$ cat src/hdl/skc_pkg.sv
// Shared types and constants of the soft-knee compressor curve unit.
// No dependencies; every other file in this folder refers to it by scoped names.
package skc_pkg;

  typedef struct packed {
    logic valid;
    logic neg;
    logic bypass;
  } skc_ctrl_t;

  typedef enum logic [2:0] {
    REG_KNEE_LOW  = 3'd0,
    REG_KNEE_HIGH = 3'd1,
    REG_THRESHOLD = 3'd2,
    REG_KNEE_INV  = 3'd3,
    REG_INV_RATIO = 3'd4
  } skc_reg_t;

  localparam int unsigned LEVEL_W    = 24;
  localparam int unsigned RATIO_W    = 17;
  localparam int unsigned CFG_IDX_W  = 3;
  localparam int unsigned LOG_STEPS  = 16;
  localparam int unsigned EXP_STEPS  = 16;
  localparam int unsigned SQRT_ITERS = 31;
  localparam int unsigned SQ_STAGES  = EXP_STEPS * SQRT_ITERS;
  localparam int unsigned FRAC_Q     = 16;
  localparam int unsigned EXPO_W     = 7;
  localparam int unsigned LOG_W      = EXPO_W + FRAC_Q;
  localparam int unsigned PROD_W     = 41;
  localparam int unsigned N_W        = 22;
  localparam int unsigned IP_W       = 6;
  localparam int unsigned ROOT_W     = 31;
  localparam int unsigned VAL_W      = 62;

  localparam logic [LEVEL_W-1:0] LEVEL_RESET = 24'h80_0000;
  localparam logic [RATIO_W-1:0] RATIO_ONE   = 17'h1_0000;
  localparam logic [ROOT_W-1:0]  ROOT_ONE    = 31'h4000_0000;

endpackage

$ cat src/hdl/skc_mix.sv
// Weighted mix of the two logs and rounding to integer and fraction parts of the
// exponent. Two register stages (multiply, then sum and round). Uses skc_pkg.
module skc_mix #(
  parameter int W = 24
) (
  input  logic                        clk,
  input  logic                        rst_n,
  input  logic                        en,
  input  skc_pkg::skc_ctrl_t          ctrl_i,
  input  logic [W-1:0]                x_i,
  input  logic [skc_pkg::FRAC_Q-1:0]  frx_i,
  input  logic [skc_pkg::FRAC_Q-1:0]  frk_i,
  input  logic [$clog2(W)-1:0]        px_i,
  input  logic [$clog2(W)-1:0]        pk_i,
  input  logic [skc_pkg::RATIO_W-1:0] a_i,
  output skc_pkg::skc_ctrl_t          ctrl_o,
  output logic [W-1:0]                x_o,
  output logic [skc_pkg::IP_W-1:0]    ip_o,
  output logic [skc_pkg::FRAC_Q-1:0]  f_o
);
  localparam int EW = skc_pkg::EXPO_W;
  localparam int ZW = skc_pkg::PROD_W + 1;

  logic [EW-1:0]                       ex, ek;
  logic signed [skc_pkg::LOG_W-1:0]    lx, lk;
  logic [skc_pkg::RATIO_W-1:0]         b;
  logic signed [skc_pkg::PROD_W-1:0]   pa_nxt, pb_nxt, pa_r, pb_r;
  skc_pkg::skc_ctrl_t                  m_ctrl_r;
  logic [W-1:0]                        m_x_r;
  logic signed [ZW-1:0]                z;
  logic [ZW-1:0]                       nsum;

  always_comb begin
    ex     = EW'(px_i) - EW'(W - 1);
    ek     = EW'(pk_i) - EW'(W - 1);
    lx     = $signed({ex, frx_i});
    lk     = $signed({ek, frk_i});
    b      = skc_pkg::RATIO_ONE - a_i;
    pa_nxt = $signed({1'b0, a_i}) * lx;
    pb_nxt = $signed({1'b0, b}) * lk;
  end

  always_ff @(posedge clk) begin
    if (!rst_n) begin
      m_ctrl_r.valid <= 1'b0;
    end else if (en) begin
      m_ctrl_r <= ctrl_i;
    end
  end

  always_ff @(posedge clk) begin
    if (en) begin
      pa_r  <= pa_nxt;
      pb_r  <= pb_nxt;
      m_x_r <= x_i;
    end
  end

  always_comb begin
    z    = ZW'(pa_r) + ZW'(pb_r);
    nsum = ZW'(-z) + ZW'(32768);
  end

  always_ff @(posedge clk) begin
    if (!rst_n) begin
      ctrl_o.valid <= 1'b0;
    end else if (en) begin
      ctrl_o <= m_ctrl_r;
    end
  end

  always_ff @(posedge clk) begin
    if (en) begin
      x_o  <= m_x_r;
      ip_o <= nsum[skc_pkg::FRAC_Q+skc_pkg::N_W-1:2*skc_pkg::FRAC_Q];
      f_o  <= nsum[2*skc_pkg::FRAC_Q-1:skc_pkg::FRAC_Q];
    end
  end

endmodule

$ cat config.mk
export PLATFORM = sky130hd
export DESIGN_NAME = skc_mix
export DESIGN_NICKNAME = d
export VERILOG_FILES = /design/src/hdl/skc_pkg.sv /design/src/hdl/skc_mix.sv
export SDC_FILE = /design/constraint.sdc
export NUM_CORES = 2
export LEC_CHECK = 0
export ABC_AREA = 1
export ABC_CLOCK_PERIOD_IN_PS = 6450
export BUFFER_PORTS_ARGS = -buffer_cell sky130_fd_sc_hd__buf_4
export CORE_MARGIN = 2
export CORE_UTILIZATION = 59
export DETAILED_ROUTE_END_ITERATION = 6
export GPL_TIMING_DRIVEN = 0
export PLACE_DENSITY = 0.8
export SLEW_MARGIN = 15
export SYNTH_ARGS = -nofsm -noshare
export SYNTH_HDL_FRONTEND = slang
export SYNTH_SLANG_ARGS = --single-unit
export TNS_END_PERCENT = 10
$ cat constraint.sdc
create_clock -name clk -period 6.45 [get_ports clk]
set_input_delay 0.9675 -clock clk [delete_from_list [all_inputs] [get_ports clk]]
set_output_delay 0.9675 -clock clk [all_outputs]
set_load 0.03 [all_outputs]
# Yosys cells after proc, flatten, opt, wreduce, memory -nomap -nowiden
# Index checks and enable logic that the tools add are counted.
[word_totals]
ff_bits = 152
inputBits = 89
out_inout_bits = 49
elab_cells = 21
[classes]
n_addsub = 6
mul = 2
reduce_logical = 1
[ops]
columns = ["operator", "count"]
rows = [
  ["$mul 18x22->38", 2],
  ["$add 38x17->38 const B", 1],
  ["$add 38x38->38", 1],
  ["$neg 38->38", 1],
  ["$sub 17x17->17 const A", 1],
  ["$sub 5x5->6 const B", 2],
  ["$reduce_and 2->1", 1],
]

# Logic depth before layout (Yosys ltp)
[depth]
word_depth = 3
mapped_depth = 35
depth_no_buf = 33

# Worst setup path after synthesis
# Ideal clock, no wire load.
[synth_timing]
path_type = "input-to-reg"
start = "input port a_i[0] (netlist name)"
end = "register pb_r[36] (netlist name) (data pin)"
setup_ps = 252
arrival_ps = 6599
required_time_ps = 6198
path_slack_ps = -401
path_stages = 30
path_cell_list = "buf_2 -> inv_2 -> ha_1 -> nand3_2 -> nor2_4 -> nand2_1 -> o21ai_1 -> nand2_1 -> inv_2 -> buf_4 -> nand2_1 -> fa_1 -> inv_1 -> fa_1 -> inv_1 -> fa_1 -> inv_1 -> fa_1 -> fa_1 -> inv_1 -> fa_1 -> inv_1 -> ha_1 -> nand2_1 -> nor4_1 -> nand2_1 -> nand2_1 -> nand3_1 -> nand3_1 -> nand2_1"
[synth_via]
elab_chain_cells = 2
[synth_rtl]
columns = ["element", "line", "rtl"]
rows = [
  ["start, declared", "skc_mix.sv:15", "input logic [skc_pkg::RATIO_W-1:0] a_i,"],
  ["$sub 17x17->17", "skc_mix.sv:38", "b = skc_pkg::RATIO_ONE - a_i;"],
  ["$mul 18x22->38", "skc_mix.sv:40", "pb_nxt = $signed({1'b0, b}) * lk;"],
  ["named net pb_nxt (one bit)", "skc_mix.sv:27", "logic signed [skc_pkg::PROD_W-1:0] pa_nxt, pb_nxt, pa_r, pb_r;"],
  ["end signal, assigned", "skc_mix.sv:54", "pb_r <= pb_nxt;"],
  ["end, declared", "skc_mix.sv:27", ""],
]
# The timed path passes the listed nets, and every way through them passes these cells.
# A chain may end at the register's enable or synchronous reset.

# Final worst setup path
[layout_timing]
start = "input port a_i[10] (netlist name)"
end = "register pb_r[37] (netlist name) (data pin)"
# Same word-level chain as after synthesis.

==> summary.md <==
| Metric | Value |
|---|---|
| Cell variety after synth | `40` |
| Antenna Nets Post-Route | `0` |
| Mapped Nets | `5466` |
| Headroom to the max-slew limit | `0.3729` |
| GR Util All Layers | `0.3366` |
| CTS tree | `built` |
| Fin nets | `5659` |
| Final Util | `0.6701` |
| Final Hold Viols | `0` |
| Multi-input logic area | `27060 um2` |
| CTS Sinks | `approximately 150` |
| Initial drt markers | `2714` |
| RSZ-0062 raised after global routing | `true` |
| Violated checks | `design-rule violations, negative setup slack` |
| TritonRoute pass-1 iters | `7` |
| FMAX | `0.1486 GHz` |
| CTS hold repair buffers | `0` |
| Vias in the first global route | `slightly above 30k` |
| First-pass GRT wire length | `162000 um` |
| Drt drc | `14` |
| CP top delay family | `adder cells` |
| #FFs+latches synth | `152` |
| Setup_tns | `-3191 ps` |
| Antenna violations before repair | `6` |
| Status | `complete, but fails checks` |
| Min Clock Period, post-route | `6727 ps` |
| HPWL Detailed | `~83000 um` |
| Required time at the worst-slack endpoint | `6620 ps` |
| Maximum number of pins on one net before global-route repair | `just over 80` |
| CTS root buf | `clkbuf_16` |
| H-tree depth reported by CTS | `4` |
| Sequential area share after synthesis | `0.1275` |
| Final period util | `1.043` |
| Critical path arrival | `~6900 ps` |
| I/O pins | `138` |
| Core Box Area | `60020 um2` |
| Die width | `249.7 um` |
| Worst-margin pin slew | `roughly 940 ps` |
| Max Root-Sink Buffers | `2` |
| Number of fill cells in the layout | `~4.7k` |
| Layout cells sized above 1 | `0.1257` |
| Avg Cell Area, Syn | `a little over 8 um2` |
| Final Max Slew Viols | `0` |
| Startpoint types | `input port` |
| Clock latency on the worst-skew pair | `430 ps` |
| Layout Skew | `10.81 ps` |
| Chip height | `around 250 um` |
| Min Hold Slack | `415.6 ps` |
| CP max stage delay | `650 ps` |
| Die ar. | `62370 um2` |
| Routed WL per cell | `18.86 um` |
| Final setup margin | `-277.3 ps` |
| Cells after synthesis | `4399` |
| Inserted Clock Buffers | `17` |
| Via count | `29.48k` |
| Wirelength, routed | `101700 um` |
| Setup violators final | `21` |
| Max_cap viols | `0` |
| I/O Buffers | `110` |
| HP Class | `register to register` |
| Crit-path slowest cell | `fa_2` |
| Worst-path clk slew | `about 70 ps` |
| Register area | `4544 um2` |
| CP endpoint kind | `register` |
| CP bufs+invs | `6` |
| Remaining global-route overflow | `0` |
| Row count | `90` |
| Syn-to-layout area delta | `12.88%` |
| Starting Density | `0.5936` |
| Avg Vias per Cell | `5.469` |
| Critical path fanouts, max | `10` |
| Synthesized area | `35630 um2` |
| Syn. warnings | `0` |
| Final Wtd Congestion | `0.9959` |
| Crit Path Category | `input port to register` |
## per-stage QoR
step / instances / area, um2 / setup WS [ps]
after floorplan: 4399 / 35930 / -72.13
after global placement: 5291 / 37740 / -1472
after detailed placement: 5292 / 37770 / -1469
after CTS: 5377 / 39540 / -118.0
after global routing: 5387 / 40210 / -368.1
final: 5391 / 40220 / -277.3
## registers in the layout (all words and copies together), names as in the netlist
signal,count
x_o,24
f_o,16
m_ctrl_r,3
pa_r,38
pb_r,38
ip_o,6
m_x_r,24
ctrl_o,3
## per-layer routing
layer / GRT usage / routed length [um] / share of wire / up-vias
met5: 0 / 37 / 0.00036 / -
met3: 0.07603 / 11330 / 0.11 / 392
met4: 0.1506 / 5600 / 0.055 / 6
li1: - / - / - / 13126
met1: 0.4319 / 37790 / 0.37 / 14314
met2: 0.5492 / 46920 / 0.46 / 1645
## Yosys cell counts (all sizes together)
cell	number	area (um2)
edfxtp	150	4504
clkbuf	98	367.9
nor3	19	95.09
nor4	5	31.28
o21bai	18	135.1
o21a	7	52.55
nand3	109	550.5
ha	260	3253
xnor2	21	183.9
dfxtp	2	40.04
o21ai	65	329.1
inv	1265	4753
or2	3	18.77
a21o	11	82.58
o211ai	4	30.03
buf	30	183.9
nand3b	8	60.06
clkinv	3	11.26
nand4	21	131.4
a31oi	7	43.79
nor2	381	1460
and3	1	6.260
xor2	55	481.7
nand2	1021	3847
fa	718	14370
and2	1	6.260
a21oi	110	550.5
a21boi	6	45.04
## final cells by class
cell class / count / share of cell area
multi-input combinational: 2851 / 0.6730
sequential: 152 / 0.1130
clock buffer: 17 / 0.01058
buffer: 125 / 0.02010
tap: 782 / 0.02433
inverter: 1268 / 0.1195
antenna: 4 / 0.0002489
clock inverter: 15 / 0.003671
timing repair buffer: 177 / 0.03562
## path summary, 6_finish.rpt
| path | startpoint | endpoint | slack, ps | cells after the start |
|---|---|---|---|---|
| worst min register to register | m_x_r[8] | x_o[8] | 420 | 0 |
| worst min-delay path | m_x_r[8] | x_o[8] | 420 | 0 |
| worst max register to register | pb_r[16] | f_o[7] | 3900 | 10 |
| worst max-delay path | a_i[10] | pb_r[37] | -280 | 26 |
## cell usage in the layout (no fill, tap or decap), types with 9 or more instances in the layout
cell / instances
inv_1: 1228
nand2_1: 966
fa_1: 689
nor2_1: 328
ha_1: 221
buf_4: 167
edfxtp_1: 150
nand3_1: 100
a21oi_1: 78
xor2_1: 53
clkbuf_2: 42
nand2_2: 39
o21ai_0: 38
clkbuf_1: 37
nor2_2: 35
ha_4: 30
fa_2: 29
inv_2: 26
a21oi_2: 25
nand4_1: 21
xnor2_1: 19
buf_6: 18
nor2_4: 18
o21ai_1: 18
clkbuf_16: 17
nand2_4: 16
o21bai_1: 14
nor3_1: 14
buf_2: 12
a21o_1: 11
buf_12: 10
inv_6: 9
ha_2: 9
## timing repair
item,CTS,global route
setup endpoints to repair,45,42
gates resized for setup,247,204
buffers inserted,56,11
pin swaps,75,54
## logic make-up (layout without fill, tap and decap cells)
kind of cell             count (synthesis)  after routing  share of synthesized area
other                                    0              4                          0
AND/OR/NAND/NOR                       1569           1569                     0.1742
XOR/XNOR                                76             76                    0.01868
AO/OA/AOI/OAI                          228            228                    0.03561
adder cells (fa/ha/maj)                978            978                     0.4947
flip-flops                             152            152                     0.1275
buffers and inverters                 1396           1602                     0.1492
Power is not shown: default switching activity piles up to over one toggle a cycle in this logic, so the estimate is an artifact.
