`src/hdl/skc_pkg.sv`:
```
// Shared types and constants of the soft-knee compressor curve unit.
// No dependencies; every other file in this folder refers to it by scoped names.
package skc_pkg;

  typedef struct packed {
    logic valid;
    logic neg;
    logic bypass;
  } skc_ctrl_t;

  typedef enum logic [2:0] {
    REG_KNEE_LOW  = 3'd0,
    REG_KNEE_HIGH = 3'd1,
    REG_THRESHOLD = 3'd2,
    REG_KNEE_INV  = 3'd3,
    REG_INV_RATIO = 3'd4
  } skc_reg_t;

  localparam int unsigned LEVEL_W    = 24;
  localparam int unsigned RATIO_W    = 17;
  localparam int unsigned CFG_IDX_W  = 3;
  localparam int unsigned LOG_STEPS  = 16;
  localparam int unsigned EXP_STEPS  = 16;
  localparam int unsigned SQRT_ITERS = 31;
  localparam int unsigned SQ_STAGES  = EXP_STEPS * SQRT_ITERS;
  localparam int unsigned FRAC_Q     = 16;
  localparam int unsigned EXPO_W     = 7;
  localparam int unsigned LOG_W      = EXPO_W + FRAC_Q;
  localparam int unsigned PROD_W     = 41;
  localparam int unsigned N_W        = 22;
  localparam int unsigned IP_W       = 6;
  localparam int unsigned ROOT_W     = 31;
  localparam int unsigned VAL_W      = 62;

  localparam logic [LEVEL_W-1:0] LEVEL_RESET = 24'h80_0000;
  localparam logic [RATIO_W-1:0] RATIO_ONE   = 17'h1_0000;
  localparam logic [ROOT_W-1:0]  ROOT_ONE    = 31'h4000_0000;

endpackage

```
`src/hdl/skc_log_step.sv`:
```
// One fraction bit of log2 for sample and anchor level: square the mantissa,
// renormalize and shift the result bit in. One register stage. Uses skc_pkg.
module skc_log_step #(
  parameter int W = 24
) (
  input  logic                        clk,
  input  logic                        rst_n,
  input  logic                        en,
  input  skc_pkg::skc_ctrl_t          ctrl_i,
  input  logic [W-1:0]                x_i,
  input  logic [W-1:0]                mx_i,
  input  logic [W-1:0]                mk_i,
  input  logic [skc_pkg::FRAC_Q-1:0]  frx_i,
  input  logic [skc_pkg::FRAC_Q-1:0]  frk_i,
  input  logic [$clog2(W)-1:0]        px_i,
  input  logic [$clog2(W)-1:0]        pk_i,
  input  logic [skc_pkg::RATIO_W-1:0] a_i,
  output skc_pkg::skc_ctrl_t          ctrl_o,
  output logic [W-1:0]                x_o,
  output logic [W-1:0]                mx_o,
  output logic [W-1:0]                mk_o,
  output logic [skc_pkg::FRAC_Q-1:0]  frx_o,
  output logic [skc_pkg::FRAC_Q-1:0]  frk_o,
  output logic [$clog2(W)-1:0]        px_o,
  output logic [$clog2(W)-1:0]        pk_o,
  output logic [skc_pkg::RATIO_W-1:0] a_o
);
  logic [2*W-1:0] sqx, sqk;
  logic [W:0]     tx, tk;
  logic [W-1:0]   mx_nxt, mk_nxt;

  always_comb begin
    sqx    = {{W{1'b0}}, mx_i} * {{W{1'b0}}, mx_i};
    sqk    = {{W{1'b0}}, mk_i} * {{W{1'b0}}, mk_i};
    tx     = sqx[2*W-1:W-1];
    tk     = sqk[2*W-1:W-1];
    mx_nxt = tx[W] ? tx[W:1] : tx[W-1:0];
    mk_nxt = tk[W] ? tk[W:1] : tk[W-1:0];
  end

  always_ff @(posedge clk) begin
    if (!rst_n) begin
      ctrl_o.valid <= 1'b0;
    end else if (en) begin
      ctrl_o <= ctrl_i;
    end
  end

  always_ff @(posedge clk) begin
    if (en) begin
      x_o   <= x_i;
      mx_o  <= mx_nxt;
      mk_o  <= mk_nxt;
      frx_o <= {frx_i[skc_pkg::FRAC_Q-2:0], tx[W]};
      frk_o <= {frk_i[skc_pkg::FRAC_Q-2:0], tk[W]};
      px_o  <= px_i;
      pk_o  <= pk_i;
      a_o   <= a_i;
    end
  end

endmodule

```
`config.mk`:
```
export PLATFORM = sky130hd
export DESIGN_NAME = skc_log_step
export DESIGN_NICKNAME = d
export VERILOG_FILES = /design/src/hdl/skc_pkg.sv /design/src/hdl/skc_log_step.sv
export SDC_FILE = /design/constraint.sdc
export NUM_CORES = 2
export LEC_CHECK = 0
export BUFFER_PORTS_ARGS = -buffer_cell sky130_fd_sc_hd__buf_2
export CORE_MARGIN = 10
export CORE_UTILIZATION = 40
export CTS_BUF_LIST = sky130_fd_sc_hd__clkbuf_4 sky130_fd_sc_hd__clkbuf_8
export DETAILED_ROUTE_END_ITERATION = 16
export PLACE_DENSITY = 0.55
export SLEW_MARGIN = 10
export SYNTH_ARGS = -nofsm -noshare
export SYNTH_HDL_FRONTEND = slang
export SYNTH_SLANG_ARGS = --single-unit
```
`constraint.sdc`:
```
create_clock -name clk -period 10.1 [get_ports clk]
set_input_delay 2.02 -clock clk [delete_from_list [all_inputs] [get_ports clk]]
set_output_delay 2.02 -clock clk [all_outputs]
set_load 0.02 [all_outputs]
```
=== Word-level counts from Yosys, hierarchy flattened ===
Index checks and enable logic that the tools add are counted.

* Logic and storage cells: 18
* Output and inout bits: 134
* Input bits: 137
* Flip-flop bits (word level): 134

* Multiplexer cells: 2
* Multiply operators: 2
* Reductions and logical operators: 1

{| class="wikitable"
|+ Operator list
! kind !! count
|-
| 24-bit by 24-bit multiplier with 48-bit output || 2
|-
| 23-bit 2-to-1 mux || 2
|-
| 2-bit AND reduction || 1
|}

=== Longest topological paths before layout ===
* Depth after elaboration: 2
* Gate-level depth with buffers: 29
* Depth with buffers taken out: 27

=== Worst setup path after synthesis ===
Ideal clock, no wire load.

* Path type: input-to-reg
* Start: input mk_i[18]
* End: register mk_o[10], data pin
* Arrival time: 8715 ps
* Buffers on the path: 4
* Setup slack: 1126 ps
* Data required time: 9840 ps
* Stages: 27
* Cells stage by stage: clkbuf_1 -> clkbuf_1 -> nand2_1 -> fa_1 -> inv_1 -> fa_1 -> fa_1 -> inv_1 -> fa_1 -> inv_1 -> fa_1 -> fa_1 -> inv_1 -> fa_1 -> inv_1 -> ha_1 -> nand3_2 -> nor3_2 -> nand4_1 -> o2111ai_2 -> nand3_1 -> a21o_1 -> a31oi_1 -> or2_1 -> buf_6 -> buf_6 -> mux2_2

* Longest elaborated chain between the ends: 2

{| class="wikitable"
|+ RTL lines
! item !! RTL line !! source
|-
| start, declared || skc_log_step.sv:12 || <nowiki>input logic [W-1:0] mk_i,</nowiki>
|-
| 24-bit by 24-bit multiplier with 48-bit output || skc_log_step.sv:34 || <nowiki>sqk = {{W{1'b0}}, mk_i} * {{W{1'b0}}, mk_i};</nowiki>
|-
| 23-bit 2-to-1 mux || skc_log_step.sv:38 || <nowiki>mk_nxt = tk[W] ? tk[W:1] : tk[W-1:0];</nowiki>
|-
| named net mk_nxt[10] || skc_log_step.sv:30 || <nowiki>logic [W-1:0] mx_nxt, mk_nxt;</nowiki>
|-
| end signal, assigned || skc_log_step.sv:53 || <nowiki>mk_o <= mk_nxt;</nowiki>
|-
| end, declared || skc_log_step.sv:21 || <nowiki>output logic [W-1:0] mk_o,</nowiki>
|}

The timed path passes the listed nets, and every way through them passes these cells.
A chain may end at the register's enable or synchronous reset.

=== Final worst setup path ===
* Start: input mk_i[5]
* End: register mk_o[3], data pin

The elaborated chain is that of the path after synthesis.

==> results.md <==
- The count of yosys warnings during synthesis is 0.
- The final count of hold timing violations is 0.
- The buffer levels on the longest clock path is 2.
- After clock tree synthesis, the setup repair step added 0 buffers.
- Clock tree synthesis inserted a total of 17 buffers.
- The number of nets in the synthesized netlist is 5170.
- The final setup skew is 0 ns.
- Of the post-synthesis cell area, the part taken by muxes is approximately 1.1%.
- In the synthesized netlist the async set-or-reset flop fraction comes to 0%.
- Once the clock tree was built, the resizer swapped 0 gates to a different size.
- The max-slew violation count was 0.
- The area taken by flip-flops and latches is between 4000 and 5000 sq um.
- The type of destination of the critical path is a flip-flop.
- The detail route stage leaves a number of antenna-violating nets equal to 0.
- The core region area is just over 90000 sq um.
- In the final routed layout, each cell accounts on average for 16.7 um.
- The leading register cell type out of synthesis is edfxtp_1.
- Entering global routing, the biggest net connects just over 70 pins.
- The register bit count reported by yosys is 134.
- The signal arrival time at the worst endpoint is just over 9 ns.
- The area occupied by multi-input gates is between 20000 and 30000 sq um.
- The clock root buffer master is clkbuf_8.
- The area of the die is 105000 sq um.
- The dominant combinational cell family by area after synthesis is adder cells.
- The worst-margin pin slew is approximately 0.9 ns.
- The number of top-level design ports is about 270.
- Routability-driven placement finished with a final weighted congestion of around 0.85.
- The filler cells instantiated in the layout total approximately 9200.
- Buffers placed on the I/O ports in this run total 268.
- Clock-pin slew was measured on the worst setup and hold paths at roughly 0.090 ns.
- The number of max-capacitance violations reported is 0.
- The total negative slack is 0 ns.
- The number of antenna violations at the first check in global routing is 2.
- The number of rows created at floorplan is between 100 and 150.
- The area growth from synthesis to layout is 8.32%.
- Of the total synthesized cell area, the portion taken by XOR and XNOR cells is 1.61%.
- The cell area that synthesis handed to floorplanning was between 30000 and 40000 sq um.
- The worst setup path is launched from a primary input.
- Of the total synthesized cell area, the portion taken by AND, OR, NAND and NOR gates is a little over a tenth.
- The die width is around 320 um.
- In this run, post-CTS hold repair placed 0 buffers.
- The initial utilization of the core area, before any placement, comes to between 40% and 50%.
- The total number of H-tree levels is 4.
- The clock network latency to the later pin of the worst-skew pair is about 0.47 ns.
- Setup repair after global routing left no endpoint under its margin.
- The final layout contains between 5000 and 6000 nets.
- Cells with a size suffix above 1 make up under 10% of the layout.
- The sink count of the clock tree is ~130.
- The first routing iteration left about 1100 violations.
- From bottom edge to top edge, the die measures 324 um.
- The worst relative slew slack is around two fifths.
- The via count of the first global-routing pass is about 28000.
- The routed wire length is ~87000 um.
- Summing the areas of all compound-gate instances in the mapped netlist gives approximately 4.9% of the synthesized area.
- In this run the worst hold path is classified as reg -> reg.
- The residual overflow from global routing is 0.
- In the global route stage, overall resource usage came out at between 10% and 20%.
- After layout, the minimum clock period comes to a little over 9 ns.
- The critical path is of the in -> reg type.
- After layout, the worst path uses approximately 90% of the clock period.
- The flow ran to the end, and the final reports show no timing, DRC or antenna violations.
- Of the total synthesized cell area, the portion taken by full adders, half adders and majority gates is a little under three fifths.
- The post-synthesis sequential area ratio is 10.9%.
- Derived from the worst setup path, the maximum achievable clock frequency is 110 MHz.
- Setup violations remaining at the end of the flow were counted as 0.
- The number of instances in the synthesized netlist is between 3000 and 4000.
- For this run, design rule violations remaining after detail routing come to 0.
- For the worst setup path, the data required time is roughly 10 ns.
- Yosys mapped a number of flops with a built-in enable equal to between 100 and 150.
- In the routed layout, each cell is associated on average with a via count of approximately 4.8.
- The count of different cell masters after synthesis is 76.
- The maximum fanout along the worst path is 25.
- The mean instance size in the synthesized netlist is roughly 9.6 sq um.
- The number of iterations in the first detailed-routing pass is 5.
- The placed wire-length estimate after detailed placement is around 75000 um.
- The global-route wire length before repair is about 150000 um.
- The total number of vias is approximately 25000.
- The TritonCTS clock tree is done.
## critical path, cell delays in order
cell and delay (ns):
buf_2 0.53, and2_1 0.26, inv_1 0.07, fa_1 0.53
inv_1 0.05, fa_1 0.47, inv_1 0.06, fa_1 0.50
fa_1 0.54, inv_1 0.06, fa_1 0.49, fa_1 0.50
inv_1 0.05, fa_1 0.47, inv_1 0.04, ha_1 0.37
nand3_2 0.12, nor3_2 0.23, nand4_1 0.14, o2111ai_2 0.26
nand3_1 0.29, a21o_1 0.26, a31oi_1 0.21, or2_1 0.17
buf_12 0.20, mux2_2 0.41
## state kept, by name (all words and copies together), names as in the netlist, 5 cells and up
name and count:
a_o 17, x_o 24, mx_o 24, mk_o 24
px_o 5, pk_o 5, frk_o 16, frx_o 16
## cell usage after synthesis (36+ instances only)
cell type / instances / area share, %
fa_1: 844 / 46
inv_1: 1204 / 12
xnor2_1: 37 / 0.88
a21oi_1: 100 / 1.4
edfxtp_1: 133 / 11
clkbuf_1: 115 / 1.2
nor2_1: 79 / 0.80
a21o_1: 36 / 0.73
and2_1: 223 / 3.8
o21ai_0: 59 / 0.80
ha_1: 344 / 12
nand2_1: 379 / 3.8
## cell families after synthesis
family / after synthesis
buf+inv: 1330
fa+ha+maj: 1188
simple gates: 803
compound gates: 287
flops: 134
xor+xnor: 68
mux: 35
## layout make-up
class | count | area share [%]
Multi-Input combinational cell | 2381 | 69.7
Inverter | 1205 | 11.3
Sequential cell | 134 | 10.0
Timing Repair Buffer | 314 | 4.29
Tap cell | 1186 | 3.71
Clock buffer | 18 | 0.603
Clock inverter | 13 | 0.331
Antenna cell | 2 | 0.0125
## metal layers
| layer | GRT usage [%] | wire length [um] |
|---|---|---|
| met4 | 2.73 | 1060 |
| met1 | 23.4 | 38100 |
| met3 | 2.69 | 4240 |
| met5 | 0 | 13 |
| met2 | 30.8 | 44100 |
## cell usage in the layout, fill, tap and decap left out, types with 4 or more instances in the layout
cell type,n
a311oi_1,4
a31oi_1,7
mux2_4,5
clkbuf_8,17
nand3_1,21
o31ai_1,8
ha_1,344
and3_1,13
edfxtp_1,133
xnor2_1,37
a211oi_1,11
nand2_1,379
buf_4,44
xor2_1,31
nand4_1,17
nor2b_1,15
fa_1,844
or2_2,6
and4_1,4
a211o_1,4
a21o_1,36
a21oi_1,100
clkinv_2,4
or3_1,9
buf_2,267
o21ai_0,59
mux2_2,18
mux2i_1,12
o211ai_1,6
and2_1,223
o21bai_1,4
inv_1,1204
nor3_1,19
nor2_1,79
## final timing paths
kind / start / endpoint / slack [ns] / depth (start not counted)
min reg2reg: ctrl_o[2]$_SDFFE_PN0P_ / ctrl_o[2]$_SDFFE_PN0P_ / 0.53 / 2
min: ctrl_o[2]$_SDFFE_PN0P_ / ctrl_o[2]$_SDFFE_PN0P_ / 0.53 / 2
max: mk_i[5] / mk_o[3]$_DFFE_PP_ / 1.01 / 26
max reg2reg: ctrl_o[2]$_SDFFE_PN0P_ / ctrl_o[2]$_SDFFE_PN0P_ / 9.50 / 2
## stage by stage
stage | setup slack, ns | instances | hold slack (ns) | cell area (sq um) | utilization, %
after floorplan | 1.13 | 3845 | 0.589 | 37000 | -
after global routing | 0.533 | 5251 | 0.559 | 40000 | 43.7
after global placement | 0.537 | 5220 | 0.501 | 39700 | 43.3
final | 1.01 | 5253 | 0.531 | 40000 | 43.7
after CTS | 1.07 | 5251 | 0.528 | 40000 | 43.7
after detailed placement | 0.506 | 5220 | 0.507 | 39700 | 43.3
Power is not shown: default switching activity piles up to over one toggle a cycle in this logic, so the estimate is an artifact.
