`config.mk`:
```
export PLATFORM = sky130hd
export DESIGN_NAME = skc_front
export DESIGN_NICKNAME = d
export VERILOG_FILES = /design/src/hdl/skc_pkg.sv /design/src/hdl/skc_front.sv
export SDC_FILE = /design/constraint.sdc
export NUM_CORES = 1
export LEC_CHECK = 0
export ABC_AREA = 1
export BUFFER_PORTS_ARGS = -buffer_cell sky130_fd_sc_hd__clkbuf_2
export CORE_UTILIZATION = 41
export CTS_BUF_LIST = sky130_fd_sc_hd__clkbuf_4 sky130_fd_sc_hd__clkbuf_8
export DETAILED_ROUTE_END_ITERATION = 6
export PLACE_DENSITY = 0.71
export SKIP_CTS_REPAIR_TIMING = 1
export SYNTH_ARGS = -nofsm -noshare
export SYNTH_HDL_FRONTEND = slang
export SYNTH_SLANG_ARGS = --single-unit
```
`constraint.sdc`:
```
create_clock -name clk -period 11.35 [get_ports clk]
set_input_delay 0.5675 -clock clk [delete_from_list [all_inputs] [get_ports clk]]
set_output_delay 0.5675 -clock clk [all_outputs]
set_load 0.03 [all_outputs]
```
`src/hdl/skc_pkg.sv`:
```
// Shared types and constants of the soft-knee compressor curve unit.
// No dependencies; every other file in this folder refers to it by scoped names.
package skc_pkg;

  typedef struct packed {
    logic valid;
    logic neg;
    logic bypass;
  } skc_ctrl_t;

  typedef enum logic [2:0] {
    REG_KNEE_LOW  = 3'd0,
    REG_KNEE_HIGH = 3'd1,
    REG_THRESHOLD = 3'd2,
    REG_KNEE_INV  = 3'd3,
    REG_INV_RATIO = 3'd4
  } skc_reg_t;

  localparam int unsigned LEVEL_W    = 24;
  localparam int unsigned RATIO_W    = 17;
  localparam int unsigned CFG_IDX_W  = 3;
  localparam int unsigned LOG_STEPS  = 16;
  localparam int unsigned EXP_STEPS  = 16;
  localparam int unsigned SQRT_ITERS = 31;
  localparam int unsigned SQ_STAGES  = EXP_STEPS * SQRT_ITERS;
  localparam int unsigned FRAC_Q     = 16;
  localparam int unsigned EXPO_W     = 7;
  localparam int unsigned LOG_W      = EXPO_W + FRAC_Q;
  localparam int unsigned PROD_W     = 41;
  localparam int unsigned N_W        = 22;
  localparam int unsigned IP_W       = 6;
  localparam int unsigned ROOT_W     = 31;
  localparam int unsigned VAL_W      = 62;

  localparam logic [LEVEL_W-1:0] LEVEL_RESET = 24'h80_0000;
  localparam logic [RATIO_W-1:0] RATIO_ONE   = 17'h1_0000;
  localparam logic [ROOT_W-1:0]  ROOT_ONE    = 31'h4000_0000;

endpackage

```
`src/hdl/skc_front.sv`:
```
// Front end: sign split, region select against the knee levels, then normalization
// of sample and anchor level for the log unit. Two register stages. Uses skc_pkg.
module skc_front #(
  parameter int W = 24
) (
  input  logic                               clk,
  input  logic                               rst_n,
  input  logic                               en,
  input  logic                               in_valid,
  input  logic [W-1:0]                       sample,
  input  logic [skc_pkg::LEVEL_W-1:0]        k_low,
  input  logic [skc_pkg::LEVEL_W-1:0]        k_high,
  input  logic [skc_pkg::LEVEL_W-1:0]        thr,
  input  logic [skc_pkg::RATIO_W-1:0]        knee_a,
  input  logic [skc_pkg::RATIO_W-1:0]        full_a,
  output skc_pkg::skc_ctrl_t                 ctrl_o,
  output logic [W-1:0]                       x_o,
  output logic [W-1:0]                       mx_o,
  output logic [W-1:0]                       mk_o,
  output logic [$clog2(W)-1:0]               px_o,
  output logic [$clog2(W)-1:0]               pk_o,
  output logic [skc_pkg::RATIO_W-1:0]        a_o
);
  localparam int PW = $clog2(W);
  localparam int CW = (W + 1 > skc_pkg::LEVEL_W + 1) ? W + 1 : skc_pkg::LEVEL_W + 1;
  localparam logic [CW-1:0] FS_C = {{(CW-1){1'b0}}, 1'b1} << (W - 1);

  function automatic logic [W-1:0] clamp_lvl(input logic [skc_pkg::LEVEL_W-1:0] v);
    logic [CW-1:0] e;
    e = CW'(v);
    return (e > FS_C) ? FS_C[W-1:0] : e[W-1:0];
  endfunction

  function automatic logic [skc_pkg::RATIO_W-1:0] clamp_ratio(
    input logic [skc_pkg::RATIO_W-1:0] v);
    return (v > skc_pkg::RATIO_ONE) ? skc_pkg::RATIO_ONE : v;
  endfunction

  function automatic logic [PW+W-1:0] normalize(input logic [W-1:0] v);
    logic [W-1:0]  vv;
    logic [PW-1:0] p;
    vv = (v == '0) ? W'(1) : v;
    p  = '0;
    for (int k = 0; k < W; k++) begin
      if (vv[k]) p = PW'(k);
    end
    return {p, vv << (PW'(W - 1) - p)};
  endfunction

  skc_pkg::skc_ctrl_t          a_ctrl_r, a_ctrl_nxt;
  logic [W-1:0]                a_x_r, a_x_nxt;
  logic [W-1:0]                a_k_r, a_k_nxt;
  logic [skc_pkg::RATIO_W-1:0] a_a_r, a_a_nxt;
  logic [W-1:0]                k1, k2, th;
  logic                        in_knee;
  logic [PW+W-1:0]             nx, nk;

  always_comb begin
    k1                = clamp_lvl(k_low);
    k2                = clamp_lvl(k_high);
    th                = clamp_lvl(thr);
    a_ctrl_nxt.valid  = in_valid;
    a_ctrl_nxt.neg    = sample[W-1];
    a_x_nxt           = sample[W-1] ? (~sample + W'(1)) : sample;
    a_ctrl_nxt.bypass = (a_x_nxt <= k1);
    in_knee           = (a_x_nxt <= k2);
    a_k_nxt           = (a_ctrl_nxt.bypass || in_knee) ? k1 : th;
    a_a_nxt           = in_knee ? clamp_ratio(knee_a) : clamp_ratio(full_a);
  end

  always_ff @(posedge clk) begin
    if (!rst_n) begin
      a_ctrl_r.valid <= 1'b0;
    end else if (en) begin
      a_ctrl_r <= a_ctrl_nxt;
    end
  end

  always_ff @(posedge clk) begin
    if (en) begin
      a_x_r <= a_x_nxt;
      a_k_r <= a_k_nxt;
      a_a_r <= a_a_nxt;
    end
  end

  always_comb begin
    nx = normalize(a_x_r);
    nk = normalize(a_k_r);
  end

  always_ff @(posedge clk) begin
    if (!rst_n) begin
      ctrl_o.valid <= 1'b0;
    end else if (en) begin
      ctrl_o <= a_ctrl_r;
    end
  end

  always_ff @(posedge clk) begin
    if (en) begin
      x_o  <= a_x_r;
      a_o  <= a_a_r;
      px_o <= nx[PW+W-1:W];
      mx_o <= nx[W-1:0];
      pk_o <= nk[PW+W-1:W];
      mk_o <= nk[W-1:0];
    end
  end

endmodule

```
**After elaboration in Yosys (flattened, before gate mapping)**

Cells that the tools add are included.

- Flip-flop bits (word level): 170
- Output and inout bits: 102

- Add/sub/neg operators: 3
- Magnitude comparators: 7
- Shift-type cells: 2
- Mux-type cells: 56
- Bitwise operators: 1
- Reduce and logical (&&, ||, !) cells: 4

Operator list:

| cell | number |
|---|---|
| $mux 5 | 44 |
| $mux 24 | 7 |
| $gt 24x24->1 const B | 3 |
| $mux 17 | 3 |
| $le 24x24->1 | 2 |
| $logic_not 24->1 | 2 |
| $shl 24x5->24 | 2 |
| $gt 17x17->1 const B | 2 |
| $add 24x1->24 const B | 1 |
| $not 24->24 | 1 |
| $sub 5x5->5 const A | 2 |
| $mux 1 | 2 |
| $reduce_and 2->1 | 1 |
| $logic_or 1x1->1 | 1 |

**Depth between registers and ports, before layout**

Gate-level depths: netlist (run 1).

- Depth in word-level cells: 27
- Mapped depth: 31
- Depth with buffers taken out: 30

**Worst setup path before layout (run 1)**

OpenSTA, ideal clock, no wires.

- Path kind: input to register
- Start: input port sample[1]
- End: register a_k_r[1] (data pin)
- Arrival: 3802 ps
- Data required time: 11084 ps
- Path slack: 7282 ps
- Stages on the path: 23
- Buffers on the path: 1
- Cell sequence: nor3_1 -> nand3_1 -> nor3_1 -> inv_1 -> nor2_1 -> inv_1 -> nor3_1 -> nor2_1 -> a21oi_1 -> nand2_1 -> xor2_1 -> ha_1 -> nand2_1 -> or2_1 -> a21oi_1 -> a2111oi_0 -> nand2_1 -> a31oi_1 -> a31oi_1 -> inv_1 -> nor2_1 -> clkbuf_1 -> o21ai_0

RTL lines:

| element | RTL line | text |
|---|---|---|
| start: declaration | skc_front.sv:10 | `input logic [W-1:0] sample,` |
| end signal: assignment | skc_front.sv:82 | `a_k_r <= a_k_nxt;` |
| end: declaration | skc_front.sv:52 | `logic [W-1:0] a_k_r, a_k_nxt;` |

**Final worst setup path (run 1)**

- Start: input port sample[0]
- End: register a_a_r[9] in the netlist's numbering (data pin)

- Cells in the longest elaborated chain, start to end: 5

Ends and longest elaborated chain:

| element | RTL line | text |
|---|---|---|
| $not 24->24 | skc_front.sv:64 | `a_x_nxt = sample[W-1] ? (~sample + W'(1)) : sample;` |
| $add 24x1->24 | skc_front.sv:64 |  |
| $mux 24 | skc_front.sv:64 |  |
| net a_x_nxt[22] | skc_front.sv:51 | `logic [W-1:0] a_x_r, a_x_nxt;` |
| $le 24x24->1 | skc_front.sv:66 | `in_knee = (a_x_nxt <= k2);` |
| $mux 17 | skc_front.sv:68 | `a_a_nxt = in_knee ? clamp_ratio(knee_a) : clamp_ratio(full_a);` |
| net a_a_nxt, one bit | skc_front.sv:53 | `logic [skc_pkg::RATIO_W-1:0] a_a_r, a_a_nxt;` |
| end signal: assignment | skc_front.sv:83 | `a_a_r <= a_a_nxt;` |
| end: declaration | skc_front.sv:53 |  |

The timed path passes the listed nets, and every way through them passes these cells.
A chain may end at the register's enable or synchronous reset.

==> impl_metrics.py, run 1 <==
metrics = {
    "worst_setup_path": {
        "path_delay_family": "simple AND/OR/NAND/NOR gates",
        "slowest_stage": "nand2_1",
        "worst-path-buf-inv": 6,
        "cp_max_fo": 16,
        "crit_path_frequent_cell": "nand2_1",
        "arrival_ns": 4.93,
        "worstSetupPathType": "in2reg",
        "crit_required_ns": 11.65,
        "crit_path_end_kind": "register",
        "r2r_slack_ns": 8.27,
        "slowest_delay_ns": 0.43,
        "path_cells": "clkbuf_2, inv_1, ha_1, inv_1, nor3_1, nand2_1, nor3_1, nand2_1, nor3_1, inv_1, nor2_1, a31oi_1, xor2_1, ha_1, nand2_1, inv_1, nand2_1, nor4b_1, nand2_1, o2111ai_1, nand2_1, inv_1, nand2_1, o21ai_0",
        "critPathLaunchType": "input pin",
    },
    "clock_network": {
        "cts.sinks": 170,
        "clk_latency_ns": 0.48,
        "root_buffer": "clkbuf_8",
        "cts_tree": "done",
        "clockBufferDepth": 2,
        "numCtsBuffers": 17,
        "clkTransAtPathRegs_ns": 0.11,
        "htreeDepth": 4,
    },
    "routing": {
        "ant_nets": 0,
        "vias": 9594,
        "vias_per_cell": 5.433,
        "routed_wl_um": 30210,
        "drt-initial-drc-count": 1168,
        "first_pass_iters": 6,
        "drc": 0,
        "post_drt_wl_per_cell_um": 17.11,
    },
    "logic_synthesis": {
        "async_flop_share_pct": 0,
        "synthCells": 1208,
        "synth_area_um2": 10400,
        "synth_cell_types": 49,
        "ys_seq_area_share_pct": 48.87,
        "synth_edf_count": 168,
        "ys.flop_type": "edfxtp_1",
        "ys_ff_latch": 170,
        "synth.avg_cell_area_um2": 8.613,
        "yosysWarnings": 0,
    },
    "place": {
        "hpwl_um": 23410,
        "port_buffers": 235,
        "place_congestion": 0.9547,
    },
    "outcome": {
        "status": "finished clean",
    },
    "global_route": {
        "grt_max_degree": 87,
        "track_usage_pct": 23.58,
        "grt_pass1_vias": 8958,
        "grt-ovfl-total": 0,
        "antenna_found_initial": 2,
        "grt_first_pass_wirelength_um": 47620,
    },
    "sta": {
        "fin_hold_ws_ns": 0.3080,
        "finalCritPeriodShare_pct": 40.76,
        "drv_slew": 0,
        "fmax_ghz": 0.2162,
        "tightestPinTransition_ns": 1.105,
        "setup_viol": 0,
        "maxSlewHeadroom_pct": 25.37,
        "finClkSkew_ns": 0.01825,
        "hold_viol": 0,
        "min_period_ns": 4.626,
        "rsz0062_at_grt": "false",
        "fin_setup_tns_ns": 0,
    },
    "floorplanning": {
        "start_util_pct": 42.29,
        "dieWidth_um": 161.3,
        "die_area_um2": 26020,
        "die_h_um": 161.3,
        "coreArea_um2": 24600,
        "boundaryPins": 236,
        "placement_rows": 57,
    },
    "finish": {
        "syn2layout_area_growth_pct": 17.82,
        "layout.nets": 1609,
        "final_layout_size_suffix_gt1_share_pct": 20.99,
    },
    "run": {
        "maxCapViolations": 0,
    },
    "pwr": {
        "p_leak_uw": 0.005530,
        "ir_drop_uv": 79.02,
        "powerDensity_nw_per_um2": 144.8,
    },
    "worst_hold_path": {
        "min-delay-path-class": "in2reg",
    },
}
==> cell type report <==
class                      count  area, um^2
timing repair buffer         243        1242
tap                          324       405.4
antenna                        3       7.507
multi-input combinational    862        4592
clock buffer                  17       234.0
sequential                   170        5085
clock inverter                15       195.2
fill                        2362       12350
inverter                     132       498.0
==> final timing paths <==
kind / startpoint / endpoint / cells past startpoint
setup / recovery: sample[0] / a_a_r[9] / 24
hold / removal: sample[0] / a_x_r[0] / 1
setup reg to reg: a_k_r[3] / mk_o[20] / 17
hold reg to reg: a_a_r[14] / a_o[14] / 0
==> sequential cells by signal, indices dropped and copies added, names as in the netlist <==
name,count
a_k_r,24
a_x_r,24
mk_o,24
mx_o,24
x_o,24
a_a_r,17
a_o,17
pk_o,5
px_o,5
a_ctrl_r,3
ctrl_o,3
==> per-layer routing <==
metal  track usage, %  up-vias  wire (um)
li1                 -     4682          -
met4            9.605        2        857
met1            31.63     4429      13100
met2            36.64      416      13930
met5                0        -         10
met3            5.573       65       2320
==> stage by stage <==
stage / total power (uW) / std cells / cell area (um^2) / setup slack (ns) / utilization, %
global placement: 1310 / 1731 / 11820 / 6.509 / 48.05
detailed placement: 1319 / 1731 / 11820 / 6.290 / 48.05
global route: 1866 / 1764 / 12250 / 6.265 / 49.80
finish: 1775 / 1766 / 12260 / 6.724 / 49.82
CTS: 1781 / 1763 / 12250 / 6.787 / 49.79
floorplan: 1161 / 1209 / 10410 / 7.282 / -
==> cells in the final DEF (no fill, tap or decap), types with 3 or more instances in the layout <==
master | synthesis | routed
a211oi_1 | 3 | 3
a21oi_1 | 32 | 31
a31oi_1 | 4 | 4
buf_4 | 1 | 8
clkbuf_2 | 0 | 234
clkbuf_8 | 0 | 17
clkinv_1 | 3 | 3
clkinv_4 | 0 | 3
clkinv_8 | 0 | 4
diode_2 | 0 | 3
edfxtp_1 | 168 | 168
ha_1 | 49 | 49
inv_1 | 124 | 124
inv_2 | 4 | 4
inv_8 | 0 | 5
nand2_1 | 258 | 258
nand2_2 | 10 | 10
nand2_4 | 3 | 3
nand3_1 | 271 | 271
nand4_1 | 13 | 13
nor2_1 | 67 | 66
nor3_1 | 15 | 15
nor4_1 | 26 | 26
o21ai_0 | 35 | 34
o21ai_1 | 14 | 15
o221ai_1 | 3 | 3
o32ai_1 | 12 | 12
or4_1 | 3 | 3
xnor2_1 | 4 | 4
xor2_1 | 17 | 17
==> Yosys cell counts (2+ instances only) <==
cell | number | area share, %
ha_1 | 49 | 5.9
o221ai_1 | 3 | 0.25
dfxtp_1 | 2 | 0.38
nand3_2 | 2 | 0.19
a211oi_1 | 3 | 0.22
nor2_1 | 67 | 2.4
buf_2 | 9 | 0.43
buf_1 | 2 | 0.072
edfxtp_1 | 168 | 48
xnor2_1 | 4 | 0.34
nor4_1 | 26 | 1.6
a21boi_0 | 2 | 0.14
nand4_1 | 13 | 0.78
or4_1 | 3 | 0.22
o2111ai_1 | 2 | 0.17
nand2_2 | 10 | 0.60
a21oi_1 | 32 | 1.5
a31oi_1 | 4 | 0.24
o21ai_0 | 35 | 1.7
nand3b_1 | 2 | 0.14
xor2_1 | 17 | 1.4
clkinv_1 | 3 | 0.11
o32ai_1 | 12 | 1.0
nor3_1 | 15 | 0.72
nand3_1 | 271 | 13
o21ai_1 | 14 | 0.67
inv_2 | 4 | 0.14
clkbuf_1 | 26 | 0.94
buf_6 | 6 | 0.65
nand2_4 | 3 | 0.32
nand2_1 | 258 | 9.3
inv_1 | 124 | 4.5
==> cell families (layout without fill, tap and decap cells) <==
family	Yosys count	in the layout	synth area share, %
xor gates and xnor gates	21	21	1.768
AOI/OAI and AO/OA	116	116	6.638
adders and majority gates	49	49	5.892
and+or+nand+nor	674	674	29.70
DFF	170	170	48.87
other	1	5	0.03604
buffers and inverters	177	407	7.095
==> report_power, final <==
| group | switching (uW) | total [uW] | internal [uW] |
|---|---|---|---|
| sequential | 32.9 | 812 | 779 |
| combinational | 346 | 495 | 150 |
| clock | 278 | 468 | 190 |
(Power assumes the default switching activity.)
==> inputs of run 2 (changes only) <==
==> constraint.sdc (replaced) <==
create_clock -name clk -period 4.7 [get_ports clk]
set_input_delay 0.235 -clock clk [delete_from_list [all_inputs] [get_ports clk]]
set_output_delay 0.235 -clock clk [all_outputs]
set_load 0.03 [all_outputs]
==> impl_metrics.py, run 2 (synthesis gave the netlist of run 1 again) <==
metrics = {
    "routing": {
        "vias": 9705,
        "post_drt_wl_per_cell_um": 16.87,
        "drt-initial-drc-count": 1173,
        "routed_wl_um": 29900,
        "vias_per_cell": 5.477,
        "drc": 0,
        "first_pass_iters": 5,
        "ant_nets": 0,
    },
    "clock_network": {
        "clockBufferDepth": 2,
        "clkTransAtPathRegs_ns": 0.11,
        "htreeDepth": 4,
        "cts.sinks": 170,
        "cts_tree": "done",
        "root_buffer": "clkbuf_8",
        "numCtsBuffers": 17,
        "clk_latency_ns": 0.48,
    },
    "worst_setup_path": {
        "crit_required_ns": 4.90,
        "critPathLaunchType": "input pin",
        "reg2reg_depth": 14,
        "cp_max_fo": 39,
        "arrival_ns": 4.22,
        "worstSetupPathType": "in2reg",
        "crit_path_end_kind": "register",
    },
    "sta": {
        "setup_viol": 0,
        "hold_viol": 0,
        "maxSlewHeadroom_pct": 27.57,
        "fin_setup_tns_ns": 0,
        "drv_slew": 0,
        "min_period_ns": 4.017,
        "finClkSkew_ns": 0.01906,
        "tightestPinTransition_ns": 1.072,
        "finalCritPeriodShare_pct": 85.46,
        "rsz0062_at_grt": "false",
        "fmax_ghz": 0.2490,
    },
    "floorplanning": {
        "start_util_pct": 42.29,
        "die_area_um2": 26020,
        "coreArea_um2": 24600,
        "boundaryPins": 236,
        "placement_rows": 57,
        "die_h_um": 161.3,
        "dieWidth_um": 161.3,
    },
    "outcome": {
        "status": "finished clean",
    },
    "place": {
        "hpwl_um": 23160,
        "place_congestion": 0.9311,
        "port_buffers": 235,
    },
    "global_route": {
        "grt_pass1_vias": 8651,
        "antenna_found_initial": 1,
        "track_usage_pct": 22.87,
        "grt-ovfl-total": 0,
        "grt_max_degree": 98,
        "grt_first_pass_wirelength_um": 46310,
    },
    "run": {
        "maxCapViolations": 0,
    },
    "finish": {
        "layout.nets": 1616,
        "final_common_cell": "nand3_1",
        "syn2layout_area_growth_pct": 18.39,
        "final_layout_size_suffix_gt1_share_pct": 21.09,
        "final_util_pct": 50.06,
        "mostFrequentLayoutCells": "nand3_1 (271), nand2_1 (258), clkbuf_2 (234)",
    },
    "pwr": {
        "ir_drop_uv": 166.3,
        "p_leak_uw": 0.005558,
        "powerDensity_nw_per_um2": 344.7,
    },
    "worst_hold_path": {
        "min-delay-path-class": "in2reg",
        "holdPathStages": 3,
    },
}
## run 2: cell type report
cell class / instances / area (um^2)
Fill cell: 2356 / 12290
Tap cell: 324 / 405.4
Antenna cell: 2 / 5.005
Timing Repair Buffer: 250 / 1303
Multi-Input combinational cell: 862 / 4588
Clock inverter: 15 / 200.2
Inverter: 132 / 498.0
Clock buffer: 17 / 234.0
Sequential cell: 170 / 5085
## run 2: through the flow
step | area [um^2] | worst slack, ns | power, uW | hold slack (ns) | std cells
2_1_floorplan | 10410 | 0.9649 | 2804 | 0.3339 | 1209
3_3_place_gp | 11850 | 0.5087 | 3162 | 0.4017 | 1735
3_5_place_dp | 11850 | 0.2819 | 3183 | 0.4057 | 1735
4_1_cts | 12280 | 0.7709 | 4264 | -0.04432 | 1767
5_1_grt | 12320 | 0.2208 | 4463 | 0.05000 | 1771
6_report | 12320 | 0.6834 | 4246 | 0.07400 | 1772
## run 2: power by group
group          switching [uW]  leakage (uW)  total, uW  internal [uW]
Sequential               80.1       0.00165       1960           1880
Clock                     669      0.000209       1090            416
Combinational             835       0.00370       1200            366
## run 2: worst max-delay path, stage by stage
cell and delay, ns:
clkbuf_2 0.10, inv_1 0.12, ha_1 0.16, inv_1 0.05, nor3_1 0.22, nand2_1 0.11
nor3_1 0.28, nand2_1 0.12, nor3_1 0.30, inv_1 0.09, o21ai_0 0.22, xor2_1 0.36
ha_1 0.20, nand2_1 0.07, nor4b_1 0.43, nand2_1 0.10, o2111ai_1 0.09, nand2_1 0.19
nor2_2 0.25, buf_4 0.37, o21ai_0 0.15
## run 2: routing by layer
metal | track usage [%] | part of all wire, %
met5 | 0 | 0
met4 | 7.762 | 2.2
met1 | 30.52 | 43
met3 | 5.547 | 8.2
met2 | 36.32 | 46
## run 2: path summary, 6_finish.rpt
| path | startpoint | end | slack [ns] |
|---|---|---|---|
| max reg2reg | a_x_r[16] | mx_o[19] | 1.60 |
| min reg2reg | a_a_r[11] | a_o[11] | 0.43 |
| min | knee_a[10] | a_a_r[10] | 0.07 |
| max | sample[0] | a_k_r[18] | 0.68 |
